`config.mk`:
```
export PLATFORM = sky130hd
export DESIGN_NAME = tpsrms_front
export DESIGN_NICKNAME = d
export VERILOG_FILES = /design/src/design/tpsrms_pkg.sv /design/src/design/tpsrms_front.sv
export SDC_FILE = /design/constraint.sdc
export NUM_CORES = 1
export LEC_CHECK = 0
export BUFFER_PORTS_ARGS = -buffer_cell sky130_fd_sc_hd__buf_2
export CORE_UTILIZATION = 25
export CTS_CLUSTER_SIZE = 10
export DETAILED_ROUTE_END_ITERATION = 6
export SLEW_MARGIN = 10
export SYNTH_ARGS = -nofsm -noshare
export SYNTH_HDL_FRONTEND = slang
export SYNTH_SLANG_ARGS = --single-unit
export TNS_END_PERCENT = 10
```
`constraint.sdc`:
```
create_clock -name clk -period 9.7 [get_ports clk]
set_input_delay 2.425 -clock clk [delete_from_list [all_inputs] [get_ports clk]]
set_output_delay 2.425 -clock clk [all_outputs]
set_load 0.01 [all_outputs]
```
`src/design/tpsrms_pkg.sv`:
```
// Shared types, constants and helper functions of the three-phase RMS and power accumulator.
package tpsrms_pkg;

    localparam int RING_DEPTH   = 128;
    localparam int SAMPLE_BITS  = 12;
    localparam int AW           = $clog2(RING_DEPTH);
    localparam int NW           = $clog2(RING_DEPTH + 1);
    localparam int CNT_W        = $clog2(RING_DEPTH + 2);
    localparam int CFG_W        = 8;
    localparam int RING_LEN_W   = 8;
    localparam int WIN_LEN_W    = 7;
    localparam int MIN_LEN      = 5;
    localparam int OFFSET_LIMIT = 20;
    localparam int OFF_W        = 5;
    localparam int PHASE_LAG    = 4;
    localparam int TEMP_W       = 20;
    localparam int OP_W         = SAMPLE_BITS + 2;
    localparam int PROD_W       = 2 * OP_W;
    localparam int SUM_W        = 32;
    localparam int NUM_CH       = 7;
    localparam int NUM_SUMS     = 8;
    localparam int OP_CNT_W     = 4;
    localparam int DIV_STEPS    = TEMP_W;
    localparam int DIV_CNT_W    = $clog2(DIV_STEPS);
    localparam int Q_DEPTH      = 2;
    localparam int Q_PTR_W      = 1;
    localparam int Q_CNT_W      = 2;

    // Sequencer slots of the shared multiplier
    localparam logic [OP_CNT_W-1:0] OP_OLD_FIRST = 4'd7;
    localparam logic [OP_CNT_W-1:0] OP_PWR_ADD   = 4'd14;
    localparam logic [OP_CNT_W-1:0] OP_PWR_SUB   = 4'd15;

    typedef enum logic [1:0] {
        CFG_RING_LEN,
        CFG_WINDOW_LEN,
        CFG_ZERO_CUR_EN,
        CFG_REVERSE
    } cfg_idx_t;

    typedef enum logic [2:0] {
        CH_UAB,
        CH_UBC,
        CH_UCA,
        CH_IA,
        CH_IB,
        CH_IC,
        CH_NEU,
        CH_PWR
    } sum_sel_t;

    typedef struct packed {
        logic signed [SAMPLE_BITS-1:0] uab;
        logic signed [SAMPLE_BITS-1:0] ubc;
        logic signed [SAMPLE_BITS-1:0] neutral_current;
        logic signed [SAMPLE_BITS-1:0] ia;
        logic signed [SAMPLE_BITS-1:0] ic;
        logic signed [SAMPLE_BITS-1:0] temperature;
    } scan_t;

    typedef struct packed {
        logic signed [SUM_W-1:0]       sq_sum_uab;
        logic signed [SUM_W-1:0]       sq_sum_ubc;
        logic signed [SUM_W-1:0]       sq_sum_uca;
        logic signed [SUM_W-1:0]       sq_sum_ia;
        logic signed [SUM_W-1:0]       sq_sum_ib;
        logic signed [SUM_W-1:0]       sq_sum_ic;
        logic signed [SUM_W-1:0]       sq_sum_neutral;
        logic signed [SUM_W-1:0]       power_sum;
        logic        [SAMPLE_BITS-1:0] temp_average;
        logic                          temp_valid;
        logic                          window_full;
    } result_t;

    // Classified scan handed from the front end to the back end
    typedef struct packed {
        logic signed [OP_W-1:0]        uab;
        logic signed [OP_W-1:0]        ubc;
        logic signed [OP_W-1:0]        uca;
        logic signed [OP_W-1:0]        ia;
        logic signed [OP_W-1:0]        ib;
        logic signed [OP_W-1:0]        ic;
        logic signed [OP_W-1:0]        neu;
        logic        [SAMPLE_BITS-1:0] t_off;
        logic                          wfull;
    } work_t;

    typedef struct packed {
        logic              start;
        logic [TEMP_W-1:0] dividend;
        logic [NW-1:0]     divisor;
    } div_req_t;

    typedef struct packed {
        logic              busy;
        logic              done;
        logic [TEMP_W-1:0] quot;
        logic [NW-1:0]     rem;
    } div_rsp_t;

    function automatic logic [NW-1:0] eff_len(input logic [RING_LEN_W-1:0] rl);
        logic [NW-1:0] v;
        if (int'(rl) > RING_DEPTH) v = NW'(RING_DEPTH);
        else if (int'(rl) < MIN_LEN) v = NW'(MIN_LEN);
        else v = NW'(rl);
        return v;
    endfunction

    function automatic logic [NW-1:0] eff_win(input logic [WIN_LEN_W-1:0] wl,
                                              input logic [NW-1:0] n);
        logic [NW-1:0] v;
        if (int'(wl) > int'(n) - MIN_LEN) v = n - NW'(MIN_LEN);
        else v = NW'(wl);
        return v;
    endfunction

endpackage

```
`src/design/tpsrms_front.sv`:
```
// Front end: take scans, latch the current offset, derive channels, queue the work.
module tpsrms_front import tpsrms_pkg::*; (
    input  logic          clk,
    input  logic          rst_n,
    input  logic          push,
    output logic          full,
    input  scan_t         scan,
    input  logic [NW-1:0] n_eff,
    input  logic [NW-1:0] w_eff,
    output logic          q_valid,
    input  logic          q_pop,
    output work_t         q_item
);

    logic [CNT_W-1:0]               sample_cnt_reg;
    logic [CNT_W-1:0]               sample_cnt_next;
    logic [OFF_W-1:0]               offset_reg;
    logic [OFF_W-1:0]               off_use;
    logic                           cnt_live;
    logic                           hit;
    logic                           take;
    logic signed [SAMPLE_BITS:0]    ia_c;
    logic signed [SAMPLE_BITS:0]    ic_c;
    logic signed [SAMPLE_BITS:0]    off_ext;
    work_t                          entry;
    work_t                          q_mem_reg [Q_DEPTH];
    logic [Q_PTR_W-1:0]             wp_reg;
    logic [Q_PTR_W-1:0]             rp_reg;
    logic [Q_CNT_W-1:0]             q_cnt_reg;

    assign take     = push && !full;
    assign cnt_live = sample_cnt_reg <= CNT_W'(n_eff);
    assign hit      = (scan.ia > 0) && (scan.ia < OFFSET_LIMIT);
    assign off_use  = (cnt_live && hit) ? scan.ia[OFF_W-1:0] : offset_reg;
    assign sample_cnt_next = cnt_live ? sample_cnt_reg + 1'b1 : sample_cnt_reg;

    // Subtract the offset from both measured phase currents
    assign off_ext = signed'({{(SAMPLE_BITS + 1 - OFF_W){1'b0}}, off_use});
    assign ia_c    = (SAMPLE_BITS + 1)'(scan.ia) - off_ext;
    assign ic_c    = (SAMPLE_BITS + 1)'(scan.ic) - off_ext;

    always_comb
    begin
        entry.uab   = OP_W'(scan.uab);
        entry.ubc   = OP_W'(scan.ubc);
        entry.uca   = -OP_W'(scan.uab) - OP_W'(scan.ubc);
        entry.ia    = OP_W'(ia_c);
        entry.ic    = OP_W'(ic_c);
        entry.ib    = -OP_W'(ia_c) - OP_W'(ic_c);
        entry.neu   = OP_W'(scan.neutral_current);
        entry.t_off = {~scan.temperature[SAMPLE_BITS-1], scan.temperature[SAMPLE_BITS-2:0]};
        entry.wfull = sample_cnt_next >= CNT_W'(w_eff);
    end

    always_ff @(posedge clk or negedge rst_n)
    begin
        if (!rst_n)
        begin
            sample_cnt_reg <= '0;
            offset_reg     <= '0;
            wp_reg         <= '0;
            rp_reg         <= '0;
            q_cnt_reg      <= '0;
        end
        else
        begin
            if (take)
            begin
                sample_cnt_reg <= sample_cnt_next;
                offset_reg     <= off_use;
                wp_reg         <= wp_reg + 1'b1;
            end
            if (q_pop)
            begin
                rp_reg <= rp_reg + 1'b1;
            end
            q_cnt_reg <= q_cnt_reg + Q_CNT_W'(take) - Q_CNT_W'(q_pop);
        end
    end

    always_ff @(posedge clk)
    begin
        if (take)
        begin
            q_mem_reg[wp_reg] <= entry;
        end
    end

    assign full    = q_cnt_reg == Q_CNT_W'(Q_DEPTH);
    assign q_valid = q_cnt_reg != '0;
    assign q_item  = q_mem_reg[rp_reg];

endmodule

```
* After elaboration in Yosys (flattened, before gate mapping)
Memories as Yosys holds them, arrays and structs flattened. Index checks and enable logic that the tools add are counted.
Word-level totals: bits in registers 17, RAM bits 222, bits of input ports 92, output and inout port bits 113, word-level logic and storage cells 32, memories kept 1
Memories:
- q_mem_reg | depth 2, bits a word 111, read ports 1, clocked after memory_dff 0, write ports 1, line tpsrms_front.sv:26 | work_t q_mem_reg [Q_DEPTH];
Cells by class: $add $sub $neg 11, order comparisons 4, equal/unequal tests 1, mux-type cells 4, bitwise gates (word level) 1, reductions and logical operators 5
Operators by type and width (count):
- $sub 12x6->13 | 2
- $neg 12->14 | 1
- $neg 13->14 | 1
- $sub 14x12->14 | 1
- $sub 14x13->14 | 1
- $gt 12x1->1 const B | 1
- $lt 12x6->1 const B | 1
- $add 8x1->8 const B | 1
- $ge 8x8->1 | 1
- $le 8x8->1 | 1
- $mux 8 | 1
- $mux 5 | 1
- $logic_and 1x1->1 | 3
- $add 1x1->1 const B | 2
- $add 2x1->2 | 1
- $eq 2x2->1 const B | 1
- $mux 1 | 2
- $reduce_bool 2->1 | 1
- $sub 2x1->2 | 1
- $logic_not 1->1 | 1
- $not 1->1 | 1

* Logic depth before layout (Yosys ltp)
depth in word-level cells 7, depth in mapped cells 27, gate-level depth less buffers 26

* Least setup slack after synthesis
OpenSTA, ideal clock, no wires.
path kind input-to-reg, start point in scan[31] (netlist bit), end point mem q_mem_reg[0][54] (netlist bit) (data pin), setup time 262 ps, arrival 7532 ps, required time 9438 ps, path slack 1905 ps, cell stages on the path 20, path buffers 2, cells stage by stage or4_4 or4_4 a211oi_4 nand3_2 buf_6 mux2i_1 ha_1 or3_1 or2_2 clkbuf_1 or3_1 o221a_2 o311a_1 ha_1 ha_1 and2_1 o21a_1 a41o_1 o41a_1 xnor2_1
RTL lines:
- from (decl) | line tpsrms_front.sv:7 | input scan_t scan,
- to (decl) | line tpsrms_front.sv:26

==> flow_summary.yaml <==
status:
  status: "finished clean"
yosys:
  yosysWarnings: 0
  ys_top_cells_by_area: "edfxtp_1 (55%), mux2_2 (11%), ha_1 (8.1%)"
  synth_largest_area_cell: "edfxtp_1"
  synth_edf_count: 206
  synth-seq-area-share: 0.584
  netlist_area_um2: 11300
  yosys_register_bits: 223
  synth_top_area_frac: 0.547
  synthDistinctLibCells: 60
  synth_async_sr_flop_share: 0.0762
  synth_ff_type: "edfxtp_1"
  postSynthAreaPerCell_um2: 13.9
  syn_nets: 983
  syn_inst: 816
setup_path:
  critical_path_class: "in -> reg"
  crit_start: "n_eff[1]"
  path_common_cell: "ha_1"
  cp_slowest_stage_delay_ns: 0.59
  crit_path_start_kind: "input pin"
  worstPathArrival_ns: 8.26
  r2r_setup_slack_ns: 3.30
  path_max_fanout: 13
  r2r_start: "sample_cnt_reg[1]$_DFFE_PN0P_"
  cp.required_ns: 10.00
  crit_chain: "buf_2 > inv_1 > ha_1 > nor2b_1 > o211a_1 > o21ai_0 > nand3_2 > o21ai_0 > ha_1 > inv_1 > ha_1 > a31o_1 > maj3_2 > a21oi_1 > xor2_1 > ha_1 > ha_1 > o21ai_0 > a21boi_0 > o21ai_0 > a21oi_1 > a41o_1 > o41a_1 > xnor2_1"
  critPathCaptureType: "register"
  cp_slowest_cell: "o21ai_0"
global_route:
  track_usage: 0.112
  grt_max_degree: 59
  gr-usage-met3: 0.0238
  grt_pass1_wl_um: 40400
  grt.busiest_layer: "met2"
  grt_use_met2: 0.188
  antenna_found_initial: 4
  grt_pass1_vias: 7264
  gr-total-overflow: 0
  use_met1: 0.139
power:
  pwr-share-clk: 0.242
  p_sw_mw: 1.36
  powerDensity_nw_per_um2: 291
  leakage_nw: 5.53
  p_seq_frac: 0.384
  p_int_mw: 2.66
  finalPower_mw: 4.02
  irDropWorstVdd_uv: 160
  comb_power_share: 0.373
  switching_share: 0.338
layout:
  seq_area_um2: 6620
  drive_gt1_frac: 0.369
  stdcell_count: 1641
  final_net_count: 1193
  syn2layout_area_growth_pct: 22.3
  largest_reg_flops: 206
  multi_input_area_um2: 4280
  num-fill-cells: 4467
cts:
  post_cts_buffers: 0
  cts_resized: 0
  hold_buffers: 0
  clockBufferDepth: 3
  htreeDepth: 1
  clk-insertion-delay-late_ns: 0.56
  cts.sinks: 223
  clkTransAtPathRegs_ns: 0.06
  clockRootBuffer: "clkbuf_16"
  cts_tree: "yes"
  numCtsBuffers: 29
timing:
  tightest_slew_ns: 0.919
  timing.fmax_mhz: 126
  finalSetupTns_ns: 0
  clock_skew_ns: 0.0153
  hold_viol: 0
  period_minus_slack_ns: 7.96
  maxSlewViolCount: 0
  finalCritPeriodShare: 0.821
  rsz0062_at_grt: "no"
  setup_viol: 0
  slew_headroom: 0.387
place:
  dp_hpwl_um: 18500
  io_buffers: 204
  gp_congestion: 0.811
  placedCellCount: 1587
die:
  die_h_um: 215
  core_area_um2: 44400
  rows: 77
  start_util: 0.255
  die_area_um2: 46100
  ios: 205
  die_w_um: 215
detailed_routing:
  post_drt_via_cell_ratio: 4.28
  dr.pass1.iters: 4
  drt_iter0_drc: 307
  drc: 0
  num_vias: 7029
  detail-route-antenna-nets: 0
  wirelength_um: 26200
  routedWlPerCell_um: 15.9
flow_run:
  max_cap_violations: 0
worst_hold_path:
  hold_class: "reg -> reg"
  min_from: "offset_reg[4]$_DFFE_PN0P_"
## cell usage in the layout, fill, tap and decap left out, drive strengths merged, types with 15 or more instances in the layout
cell | synthesis | final
a21oi | 15 | 15
buf | 16 | 209
clkbuf | 14 | 40
dfrtp | 17 | 17
edfxtp | 206 | 206
ha | 73 | 73
inv | 75 | 76
mux2 | 107 | 107
nand2 | 24 | 24
nor2 | 40 | 40
o21ai | 18 | 18
xnor2 | 42 | 42
xor2 | 22 | 22
## through the flow
step	util	setup slack [ns]	hold slack (ns)	instance area, µm²
global route	0.312	1.24	0.526	13800
global placement	0.292	1.39	0.472	13000
detailed placement	0.292	1.20	0.478	13000
finish	0.312	1.74	0.485	13800
floorplan	-	1.91	0.450	11300
CTS	0.312	1.79	0.490	13800
## layer usage
metal | routed length [µm] | part of all wire
met1 | 11500 | 0.44
met2 | 12500 | 0.48
met3 | 1450 | 0.055
met4 | 686 | 0.026
met5 | 13 | 0.00050
## critical path, delay by kind of cell
family | cells | cell delay (ns)
simple gates | 2 | 0.59
xor+xnor | 2 | 0.33
buf+inv | 3 | 0.17
fa+ha+maj | 6 | 1.72
compound gates | 11 | 3.00
## power groups by stage
stage	clock network (mW)	registers, mW	logic, mW
final	0.975	1.55	1.50
after detailed placement	0	1.57	1.53
after global routing	1.05	1.58	1.66
after global placement	0	1.56	1.51
after CTS	1.01	1.55	1.54
after floorplan	0	1.52	1.07
## path summary, 6_finish.rpt
check / end / cells after the start
min in group asynchronous: offset_reg[0]$_DFFE_PN0P_ / 1
max in group asynchronous: rp_reg$_DFFE_PN0P_ / 1
worst max register to register: q_mem_reg[0][54]$_DFFE_PP_ / 22
worst min register to register: offset_reg[4]$_DFFE_PN0P_ / 2
worst min-delay path: offset_reg[4]$_DFFE_PN0P_ / 2
worst max-delay path: q_mem_reg[0][54]$_DFFE_PP_ / 24
## kinds of logic (layout without fill, tap and decap cells)
kind of cell,Yosys count,count (layout),synth area share
adder cells (fa/ha/maj),77,77,0.0862
XOR/XNOR,64,64,0.0495
AO/OA/AOI/OAI,93,93,0.0631
multiplexers,114,114,0.114
buffers and inverters,105,335,0.0390
flip-flops,223,223,0.584
other,0,3,0
AND/OR/NAND/NOR,140,140,0.0637
## cell usage after synthesis, types with 3 or more instances
| library cell | instances |
|---|---|
| edfxtp_1 | 206 |
| mux2_2 | 107 |
| inv_1 | 75 |
| ha_1 | 73 |
| xnor2_1 | 42 |
| nor2_1 | 40 |
| nand2_1 | 24 |
| xor2_1 | 22 |
| o21ai_0 | 18 |
| dfrtp_1 | 17 |
| a21oi_1 | 15 |
| clkbuf_1 | 14 |
| nor2b_1 | 13 |
| a21o_1 | 11 |
| nor3_1 | 11 |
| or2_2 | 10 |
| buf_4 | 8 |
| nand4_1 | 8 |
| nand2b_1 | 7 |
| and2_1 | 6 |
| nand3_1 | 6 |
| a21boi_0 | 5 |
| mux2i_1 | 5 |
| or3_1 | 5 |
| a31oi_1 | 4 |
| buf_1 | 4 |
| a31o_2 | 3 |
| and3_1 | 3 |
| o21bai_1 | 3 |
| o221a_2 | 3 |
| o22ai_1 | 3 |
| o311a_1 | 3 |
| o311ai_0 | 3 |
## final cells by class
type                            count  area share
Clock buffer                       40      0.0561
Multi-Input combinational cell    488       0.309
Antenna cell                        3    0.000542
Tap cell                          592      0.0535
Timing Repair Buffer              209      0.0765
Inverter                           75      0.0203
Clock inverter                     11     0.00615
Sequential cell                   223       0.478
No activity file was read; power rests on OpenSTA's default activity.
