`src/design/tpsrms_pkg.sv`:
```
// Shared types, constants and helper functions of the three-phase RMS and power accumulator.
package tpsrms_pkg;

    localparam int RING_DEPTH   = 128;
    localparam int SAMPLE_BITS  = 12;
    localparam int AW           = $clog2(RING_DEPTH);
    localparam int NW           = $clog2(RING_DEPTH + 1);
    localparam int CNT_W        = $clog2(RING_DEPTH + 2);
    localparam int CFG_W        = 8;
    localparam int RING_LEN_W   = 8;
    localparam int WIN_LEN_W    = 7;
    localparam int MIN_LEN      = 5;
    localparam int OFFSET_LIMIT = 20;
    localparam int OFF_W        = 5;
    localparam int PHASE_LAG    = 4;
    localparam int TEMP_W       = 20;
    localparam int OP_W         = SAMPLE_BITS + 2;
    localparam int PROD_W       = 2 * OP_W;
    localparam int SUM_W        = 32;
    localparam int NUM_CH       = 7;
    localparam int NUM_SUMS     = 8;
    localparam int OP_CNT_W     = 4;
    localparam int DIV_STEPS    = TEMP_W;
    localparam int DIV_CNT_W    = $clog2(DIV_STEPS);
    localparam int Q_DEPTH      = 2;
    localparam int Q_PTR_W      = 1;
    localparam int Q_CNT_W      = 2;

    // Sequencer slots of the shared multiplier
    localparam logic [OP_CNT_W-1:0] OP_OLD_FIRST = 4'd7;
    localparam logic [OP_CNT_W-1:0] OP_PWR_ADD   = 4'd14;
    localparam logic [OP_CNT_W-1:0] OP_PWR_SUB   = 4'd15;

    typedef enum logic [1:0] {
        CFG_RING_LEN,
        CFG_WINDOW_LEN,
        CFG_ZERO_CUR_EN,
        CFG_REVERSE
    } cfg_idx_t;

    typedef enum logic [2:0] {
        CH_UAB,
        CH_UBC,
        CH_UCA,
        CH_IA,
        CH_IB,
        CH_IC,
        CH_NEU,
        CH_PWR
    } sum_sel_t;

    typedef struct packed {
        logic signed [SAMPLE_BITS-1:0] uab;
        logic signed [SAMPLE_BITS-1:0] ubc;
        logic signed [SAMPLE_BITS-1:0] neutral_current;
        logic signed [SAMPLE_BITS-1:0] ia;
        logic signed [SAMPLE_BITS-1:0] ic;
        logic signed [SAMPLE_BITS-1:0] temperature;
    } scan_t;

    typedef struct packed {
        logic signed [SUM_W-1:0]       sq_sum_uab;
        logic signed [SUM_W-1:0]       sq_sum_ubc;
        logic signed [SUM_W-1:0]       sq_sum_uca;
        logic signed [SUM_W-1:0]       sq_sum_ia;
        logic signed [SUM_W-1:0]       sq_sum_ib;
        logic signed [SUM_W-1:0]       sq_sum_ic;
        logic signed [SUM_W-1:0]       sq_sum_neutral;
        logic signed [SUM_W-1:0]       power_sum;
        logic        [SAMPLE_BITS-1:0] temp_average;
        logic                          temp_valid;
        logic                          window_full;
    } result_t;

    // Classified scan handed from the front end to the back end
    typedef struct packed {
        logic signed [OP_W-1:0]        uab;
        logic signed [OP_W-1:0]        ubc;
        logic signed [OP_W-1:0]        uca;
        logic signed [OP_W-1:0]        ia;
        logic signed [OP_W-1:0]        ib;
        logic signed [OP_W-1:0]        ic;
        logic signed [OP_W-1:0]        neu;
        logic        [SAMPLE_BITS-1:0] t_off;
        logic                          wfull;
    } work_t;

    typedef struct packed {
        logic              start;
        logic [TEMP_W-1:0] dividend;
        logic [NW-1:0]     divisor;
    } div_req_t;

    typedef struct packed {
        logic              busy;
        logic              done;
        logic [TEMP_W-1:0] quot;
        logic [NW-1:0]     rem;
    } div_rsp_t;

    function automatic logic [NW-1:0] eff_len(input logic [RING_LEN_W-1:0] rl);
        logic [NW-1:0] v;
        if (int'(rl) > RING_DEPTH) v = NW'(RING_DEPTH);
        else if (int'(rl) < MIN_LEN) v = NW'(MIN_LEN);
        else v = NW'(rl);
        return v;
    endfunction

    function automatic logic [NW-1:0] eff_win(input logic [WIN_LEN_W-1:0] wl,
                                              input logic [NW-1:0] n);
        logic [NW-1:0] v;
        if (int'(wl) > int'(n) - MIN_LEN) v = n - NW'(MIN_LEN);
        else v = NW'(wl);
        return v;
    endfunction

endpackage

```
`src/design/tpsrms_div.sv`:
```
// Shared restoring divider, one quotient bit per cycle.
module tpsrms_div import tpsrms_pkg::*; (
    input  logic     clk,
    input  logic     rst_n,
    input  div_req_t req,
    output div_rsp_t rsp
);

    logic                 busy_reg;
    logic                 done_reg;
    logic [DIV_CNT_W-1:0] cnt_reg;
    logic [TEMP_W-1:0]    dvd_reg;
    logic [NW-1:0]        rem_reg;
    logic [NW-1:0]        dsr_reg;
    logic [NW:0]          rem_shift;
    logic [NW:0]          rem_sub;
    logic                 fits;
    logic [NW-1:0]        rem_next;
    logic                 load;

    assign load      = req.start && !busy_reg;
    assign rem_shift = {rem_reg, dvd_reg[TEMP_W-1]};
    assign rem_sub   = rem_shift - {1'b0, dsr_reg};
    assign fits      = rem_shift >= {1'b0, dsr_reg};
    assign rem_next  = fits ? rem_sub[NW-1:0] : rem_shift[NW-1:0];

    always_ff @(posedge clk or negedge rst_n)
    begin
        if (!rst_n)
        begin
            busy_reg <= 1'b0;
            done_reg <= 1'b0;
            cnt_reg  <= '0;
        end
        else
        begin
            done_reg <= busy_reg && (cnt_reg == DIV_CNT_W'(DIV_STEPS - 1));
            if (load)
            begin
                busy_reg <= 1'b1;
                cnt_reg  <= '0;
            end
            else if (busy_reg)
            begin
                if (cnt_reg == DIV_CNT_W'(DIV_STEPS - 1))
                begin
                    busy_reg <= 1'b0;
                end
                else
                begin
                    cnt_reg <= cnt_reg + 1'b1;
                end
            end
        end
    end

    always_ff @(posedge clk)
    begin
        if (load)
        begin
            dvd_reg <= req.dividend;
            dsr_reg <= req.divisor;
            rem_reg <= '0;
        end
        else if (busy_reg)
        begin
            rem_reg <= rem_next;
            dvd_reg <= {dvd_reg[TEMP_W-2:0], fits};
        end
    end

    assign rsp.busy = busy_reg;
    assign rsp.done = done_reg;
    assign rsp.quot = dvd_reg;
    assign rsp.rem  = rem_reg;

endmodule

```
`config.mk`:
```
export PLATFORM = sky130hd
export DESIGN_NAME = tpsrms_div
export DESIGN_NICKNAME = d
export VERILOG_FILES = /design/src/design/tpsrms_pkg.sv /design/src/design/tpsrms_div.sv
export SDC_FILE = /design/constraint.sdc
export NUM_CORES = 1
export LEC_CHECK = 0
export BUFFER_PORTS_ARGS = -buffer_cell sky130_fd_sc_hd__buf_2
export CAP_MARGIN = 10
export CORE_ASPECT_RATIO = 1.75
export CORE_MARGIN = 2
export CORE_UTILIZATION = 46
export DETAILED_ROUTE_END_ITERATION = 8
export GPL_TIMING_DRIVEN = 0
export PLACE_DENSITY = 0.79
export REMOVE_ABC_BUFFERS = 1
export SYNTH_ARGS = -nofsm -noshare
export SYNTH_HDL_FRONTEND = slang
export SYNTH_SLANG_ARGS = --single-unit
```
`constraint.sdc`:
```
create_clock -name clk -period 2.3 [get_ports clk]
set_clock_uncertainty 0.05 [all_clocks]
set_input_delay 0.115 -clock clk [delete_from_list [all_inputs] [get_ports clk]]
set_output_delay 0.115 -clock clk [all_outputs]
set_load 0.05 [all_outputs]
```
* Yosys cells after proc, flatten, opt, wreduce, memory -nomap -nowiden *
Cells that the tools add are included.

storage, ports and cells
  register bits = 43
  bits of input ports = 31
  output and inout port bits = 30

cells by class
  add/subtract/negate cells = 2
  order comparisons = 1
  equality and inequality tests = 2
  mux-type cells = 9
  reductions and logical operators = 5

operator list
  cell                 number
  $mux 20              2
  $mux 5               3
  $ge 9x8->1           1
  $mux 8               1
  $sub 8x8->8          1
  $add 5x1->5 const B  1
  $eq 5x5->1 const B   1
  $mux 1               3
  $logic_and 1x1->1    2
  $ne 2x2->1 const B   1
  $reduce_and 2->1     1
  $reduce_bool 2->1    1
  $logic_not 1->1      1

* Longest topological paths before layout *
Gate-level depths: netlist of run 1.

  depth after elaboration = 4
  depth in mapped cells = 9

* Worst setup path before layout of run 1 *
Ideal clock, no wire load.

  kind = reg2reg
  from = register dvd_reg[19]
  to = register rem_reg[4]
  arrival = 2.182 ns
  required time = 2.133 ns
  path slack = -0.049 ns
  stages on the path, launching flop included = 9
  clock period less this slack = 2.349 ns
  cells stage by stage = edfxtp_1 -> inv_1 -> ha_1 -> fa_1 -> nand2b_1 -> a21oi_1 -> xor2_1 -> mux2_1 -> a22o_1

between the ends
  word-level cells in the longest chain between the ends = 2
  elaborated cells between the ends (all ways) = 3

RTL lines
  element                                           RTL line                            text
  start: declaration                                tpsrms_div.sv:12                    logic [TEMP_W-1:0] dvd_reg;
  start signal: assignment                          tpsrms_div.sv:61                    dvd_reg <= req.dividend;
  start signal: assignment                          tpsrms_div.sv:68                    dvd_reg <= {dvd_reg[TEMP_W-2:0], fits};
  $sub 8x8->8 / $ge 9x8->1 (equally long branches)  tpsrms_div.sv:23, tpsrms_div.sv:24
  $mux 8 *                                          tpsrms_div.sv:25                    assign rem_next = fits ? rem_sub[NW-1:0] : rem_shift[NW-1:0];
  end signal: assignment                            tpsrms_div.sv:67                    rem_reg <= rem_next;
  end: declaration                                  tpsrms_div.sv:13                    logic [NW-1:0] rem_reg;

Mark *: on every way between the ends. The rest lies on a longest branch, timed or not.
A chain may end at the register's enable or synchronous reset.

* Final worst setup path of run 1 *
  from = register busy_reg
  to = register dvd_reg[13] (data pin)

between the ends
  word-level cells in the longest chain between the ends = 3

RTL lines
  element                   RTL line          text
  start: declaration        tpsrms_div.sv:9   logic busy_reg;
  start signal: assignment  tpsrms_div.sv:31  busy_reg <= 1'b0;
  start signal: assignment  tpsrms_div.sv:40  busy_reg <= 1'b1;
  start signal: assignment  tpsrms_div.sv:47  busy_reg <= 1'b0;
  $logic_not 1->1           tpsrms_div.sv:21  assign load = req.start && !busy_reg;
  $logic_and 1x1->1         tpsrms_div.sv:21
  $mux 20                   tpsrms_div.sv:59  if (load)

Every way passes these cells.

==> results.toml, run 1 <==
[grt]
use_met2_pct = 32.5
grt_pass1_wl_mm = 7.11
grt.total_usage_pct = 17.2
grt_max_degree = 22
overflow = 0
antenna_found_initial = 0
grt_use_met3_pct = 4.30
grt_pass1_vias = 1622
met1_usage_pct = 16.9
grt_busiest_layer = "met2"

[timing]
hold_viol = 0
setup_viol = 0
max_slew_margin_pct = 50.6
period_share_pct = 96.4
layout_min_cycle_time_ps = 2220
fmax_mhz = 451
worstMarginPinSlew_ps = 740
drv_slew = 0
rsz0062_at_grt = "true"

[flow_run]
drv_cap = 0

[clocking]
clock_sinks = 43
clk_pin_slew_ps = 80
tritoncts = "yes"
clk_latency_ps = 300
htreeDepth = 2
cts_buffers = 5
cts_buffer_depth = 2
root_buffer = "clkbuf_8"

[logic_synthesis]
synth_top_area_share_pct = 38.0
synth.avg_cell_area_um2 = 12.2
synth_area_leaders = "edfxtp_1 38%, mux2_2 10%, dfrtp_1 7.9%"
syn_area_um2 = 2210
yosysWarnings = 0
synth.cells.most_frequent = "28 x edfxtp_1, 20 x mux2_2, 15 x inv_1, 9 x ha_1, 9 x nand2_1"
yosysTopAreaCell = "edfxtp_1"
synthDistinctLibCells = 43
synthAdderAreaFrac_pct = 6.00
synth_top_family_by_area = "multiplexers"
synth_edf_count = 28
synthArstFlopShare_pct = 16.3
synth_compound_area_share_pct = 11.3
yosysMostFrequentCell = "edfxtp_1"
yosysSeqAreaShare_pct = 53.2
synth-seq-cells = 43
yosys.area_share.simple_pct = 8.99
synth-xor-area-share_pct = 2.77
ys.flop_type = "edfxtp_1"
muxShareOfSynthArea_pct = 12.6
syn_inst = 182

[floorplanning]
rows = 33
io_pins = 61
core_area_um2 = 4670
initial_core_util_pct = 47.4
dieArea_um2 = 5400
die_x_um = 56.4
die_h_um = 95.7

[worst_setup_path]
rr_startpoint = "busy_reg"
start_kind = "flip-flop"
cp-end-kind = "flip-flop"
slowest_delay_ps = 680
timing.rr.end = "dvd_reg[13]"
reg2reg_slack_ps = 80
crit_path_start = "busy_reg"
critical_path_required_ps = 2300
crit_path_end = "dvd_reg[13]"
path_max_fanout = 21
path_depth = 3
worstSetupPathType = "reg -> reg"
worstPathArrival_ps = 2220
path_cells = "nor2b_2, buf_16, mux2_2"
r2r_cells = 3
slowest_stage = "nor2b_2"
crit_buf_inv = 1
path_delay_family = "simple AND/OR/NAND/NOR gates"

[drt]
viasPerCell = 5.27
drc = 0
wl_per_cell_um = 14.6
dr_total_vias = 1608
drtPass1Iterations = 4
drt-initial-drc-count = 20
wl_mm = 4.44
antenna_left = 0

[cells_and_area]
diodes = 0
largest_register_ffs = 20
final_util_pct = 59.1
layout-drive-gt1-share_pct = 39.5
syn2layout_area_growth_pct = 24.6
fin_nets = 293
final_cells = 305

[outcome]
outcome = "finished, final reports clean"

[power]
p_per_area_nw_per_um2 = 1640
peakVddDrop_v = 0.00102
leakagePower_uw = 0.00116

[hold_path]
whs_path_depth = 2
hp-class = "in -> reg"

[placed_design]
placedCellCount = 285
numPortBuffers = 60
dp.final_hpwl_mm = 3.24
gp_congestion = 0.774
-- kinds of logic (layout without fill, tap and decap cells) --
| logic type | after synthesis | in the layout |
|---|---|---|
| AO/OA/AOI/OAI | 34 | 34 |
| XOR/XNOR | 7 | 7 |
| adder cells (fa/ha/maj) | 10 | 10 |
| buffers and inverters | 25 | 96 |
| flip-flops | 43 | 43 |
| multiplexers | 25 | 25 |
| AND/OR/NAND/NOR | 38 | 38 |
-- stage by stage --
stage	total power [uW]	setup TNS, ps	instance area (um^2)	hold slack, ps	worst slack, ps
floorplan	3430	-15450	2150	-231	-616
CTS	4490	0	2730	21.4	44.3
finish	4510	0	2760	19.4	82.6
global placement	3900	-32740	2520	-96.5	-1080
detailed placement	3980	-5270	2550	-92.8	-261
global route	4790	-193	2760	22.1	-25.0
-- cell usage in the layout, fill, tap and decap left out, types with 2 or more instances in the layout --
cell | synthesis | final
nor2b_1 | 4 | 3
nand2b_1 | 6 | 6
buf_4 | 2 | 3
edfxtp_1 | 28 | 28
a311oi_1 | 2 | 2
a32oi_1 | 2 | 2
mux2i_1 | 3 | 3
ha_1 | 9 | 9
mux2_1 | 2 | 2
xnor2_1 | 2 | 2
clkbuf_8 | 0 | 5
a21oi_2 | 4 | 3
o21ai_1 | 3 | 3
mux2_2 | 20 | 20
dfrtp_1 | 7 | 7
nor2_1 | 7 | 6
dlygate4sd3_1 | 0 | 9
inv_1 | 15 | 15
a21oi_1 | 4 | 4
nand3_1 | 5 | 5
a22o_1 | 4 | 4
xor2_1 | 5 | 5
nand2_1 | 9 | 9
buf_2 | 5 | 60
o21ai_0 | 7 | 7
dfxtp_1 | 8 | 8
-- routing by layer --
layer	up-vias	part of all wire, %
met5	-	0
met4	0	1.8
met3	7	5.7
li1	800	-
met1	755	37
met2	46	56
-- worst reg2reg max path, delay by kind of cell (launching register included) --
kind	cells	cell delay, ps
multiplexers	1	350
buffers and inverters	1	240
AND/OR/NAND/NOR	1	680
flip-flops	1	660
-- worst min-delay path by stage --
stage | to | slack (ps) | from
5_1_grt | cnt_reg[1] | 20 | req[28]
6_report | cnt_reg[1] | 20 | req[28]
3_3_place_gp | cnt_reg[4] | -100 | rst_n
2_1_floorplan | busy_reg | -230 | rst_n
4_1_cts | cnt_reg[1] | 20 | req[28]
3_5_place_dp | cnt_reg[4] | -90 | rst_n
-- layout make-up --
class	instances	area (um^2)
Inverter	15	56.3
Sequential cell	43	1180
Tap cell	52	65.1
Clock buffer	6	72.6
Timing Repair Buffer	73	440
Multi-Input combinational cell	114	933
Fill cell	395	1910
Clock inverter	2	12.5
-- repair_timing --
action                                  4_1_cts  5_1_grt
hold buffers                                  9        0
endpoints found under the setup margin       22       19
endpoints found under the hold margin        15        0
resized for setup                             2        0
setup buffers                                 0        3
-- report_power, final --
group          switching (uW)  internal, uW
Combinational            1660           910
Clock                     264           212
Sequential                243          1220
Note: power is estimated with default switching activity, not from simulation.
==> inputs of run 2 (changes only) <==
- REMOVE_ABC_BUFFERS: 1 -> default
==> run 2 against run 1 <==
Design area rose by 1.4%. Fmax grew 3.7%. Total power up 3.6%. Sequential cell count unchanged. First-iteration DRC count up 35%. Critical path depth is 5 higher. Critical endpoint is now rem_reg[6]. Largest cell class unchanged.
==> results.toml, run 2 (synthesized netlist as in run 1, its figures left out) <==
[grt]
overflow = 0
grt.total_usage_pct = 18.7
grt_pass1_wl_mm = 7.84
grt_max_degree = 21
grt_pass1_vias = 1749
antenna_found_initial = 0

[worst_setup_path]
worstSetupPathType = "reg -> reg"
slowest_stage = "edfxtp_1"
rr_startpoint = "dvd_reg[19]"
path_delay_family = "compound AO/OA/AOI/OAI gates"
path_cells = "inv_1, ha_2, fa_1, nand2b_1, a21oi_2, nor4_1, a311oi_1, o21ai_1"
start_kind = "flip-flop"
r2r_cells = 8
slowest_delay_ps = 380
crit_buf_inv = 1
path_max_fanout = 4
worstPathArrival_ps = 2260
timing.rr.end = "rem_reg[6]"
reg2reg_slack_ps = 160
critical_path_required_ps = 2420
path_depth = 8
cp-end-kind = "flip-flop"

[drt]
drtPass1Iterations = 4
dr.max_layer_used = "met4"
wl_per_cell_um = 15.4
met2WireLength_mm = 2.58
drc = 0
wl_met3_um = 221
viasPerCell = 5.40
met1_length_mm = 1.78
antenna_left = 0
wl_mm = 4.78
drt-initial-drc-count = 27
dr_total_vias = 1680

[cells_and_area]
largest_register_ffs = 20
layout_common_cells = "65 x buf_2, 28 x edfxtp_1, 20 x mux2_2"
final_cells = 311
syn2layout_area_growth_pct = 26.4
layout-drive-gt1-share_pct = 40.9
diodes = 0
final_util_pct = 59.9
fin_nets = 299
fillers = 388
layout_commonest_cell = "buf_2"

[timing]
fmax_mhz = 468
fin_setup_tns_ps = 0
setup_viol = 0
layout_min_cycle_time_ps = 2140
worstMarginPinSlew_ps = 757
rsz0062_at_grt = "false"
period_share_pct = 93.0
drv_slew = 0
hold_viol = 0
max_slew_margin_pct = 49.5

[power]
peakVddDrop_v = 0.00106
p_per_area_nw_per_um2 = 1670
leakagePower_uw = 0.00119

[placed_design]
numPortBuffers = 60
gp_congestion = 0.806
placedCellCount = 294
dp.final_hpwl_mm = 3.69

[floorplanning]
rows = 33
dieArea_um2 = 5400
io_pins = 61
core_area_um2 = 4670
die_h_um = 95.7
initial_core_util_pct = 47.4
die_x_um = 56.4

[clocking]
cts_buffer_depth = 2
htreeDepth = 2
root_buffer = "clkbuf_8"
clk_latency_ps = 300
post_cts_buffers = 0
cts_buffers = 5
clk_pin_slew_ps = 80
tritoncts = "yes"
clock_sinks = 43

[flow_run]
drv_cap = 0

[outcome]
outcome = "finished, final reports clean"

[hold_path]
holdCritStartpoint = "req[28]"
hold_end = "cnt_reg[0]"
whs_path_depth = 2
hp-class = "in -> reg"

[logic_synthesis]
syn-num-nets = 223
run 2: cell count changes in the layout (fill, tap and decap cells not counted), sizes merged:
cell and delta:
bufinv +1, clkbuf +1, clkinvlp -1, buf +5
run 2: power by group:
group	internal, uW	switching (uW)	leakage [uW]
registers	1220	230	0.000421
clock network	351	255	0.0000612
logic	900	1710	0.000712
total	2470	2200	0.00119
run 2: metal layers:
metal | track usage [%] | vias to the layer above
li1 | - | 810
met1 | 19.1 | 785
met2 | 34.9 | 67
met3 | 4.03 | 18
met4 | 10.1 | 0
met5 | 0 | -
run 2: worst max path at each step:
stage | slack (ps) | endpoint | startpoint
final | 160 | rem_reg[6] | dvd_reg[19]
after global routing | 50 | rem_reg[6] | dvd_reg[19]
after CTS | 120 | rem_reg[6] | dvd_reg[19]
after detailed placement | 160 | rem_reg[6] | dvd_reg[19]
after global placement | 180 | rem_reg[6] | dvd_reg[19]
after floorplan | 1 | rem_reg[4] | dvd_reg[19]
run 2: cell type report:
| type | count | area, um^2 | share of cell area [%] |
|---|---|---|---|
| buffer | 10 | 58.8 | 2.10 |
| clock buffer | 6 | 82.6 | 2.95 |
| clock inverter | 2 | 35.0 | 1.25 |
| inverter | 15 | 56.3 | 2.01 |
| multi-input combinational | 114 | 931 | 33.3 |
| sequential | 43 | 1180 | 42.1 |
| tap | 52 | 65.1 | 2.33 |
| timing repair buffer | 69 | 390 | 14.0 |
run 2: stage by stage:
step	worst slack (ps)	power [uW]	instance area, um^2	hold slack [ps]
2_1_floorplan	1.10	3490	2220	-231
3_3_place_gp	176	3990	2580	-93.8
3_5_place_dp	164	4070	2580	-97.7
4_1_cts	124	4700	2790	22.0
5_1_grt	47.1	4960	2800	21.2
6_report	162	4670	2800	34.6
run 2: what timing repair did:
action                                 in CTS  in global routing
hold buffers                                9                  0
resized for setup                           0                  1
setup endpoints to repair                   0                  1
endpoints found under the hold margin      15                  0
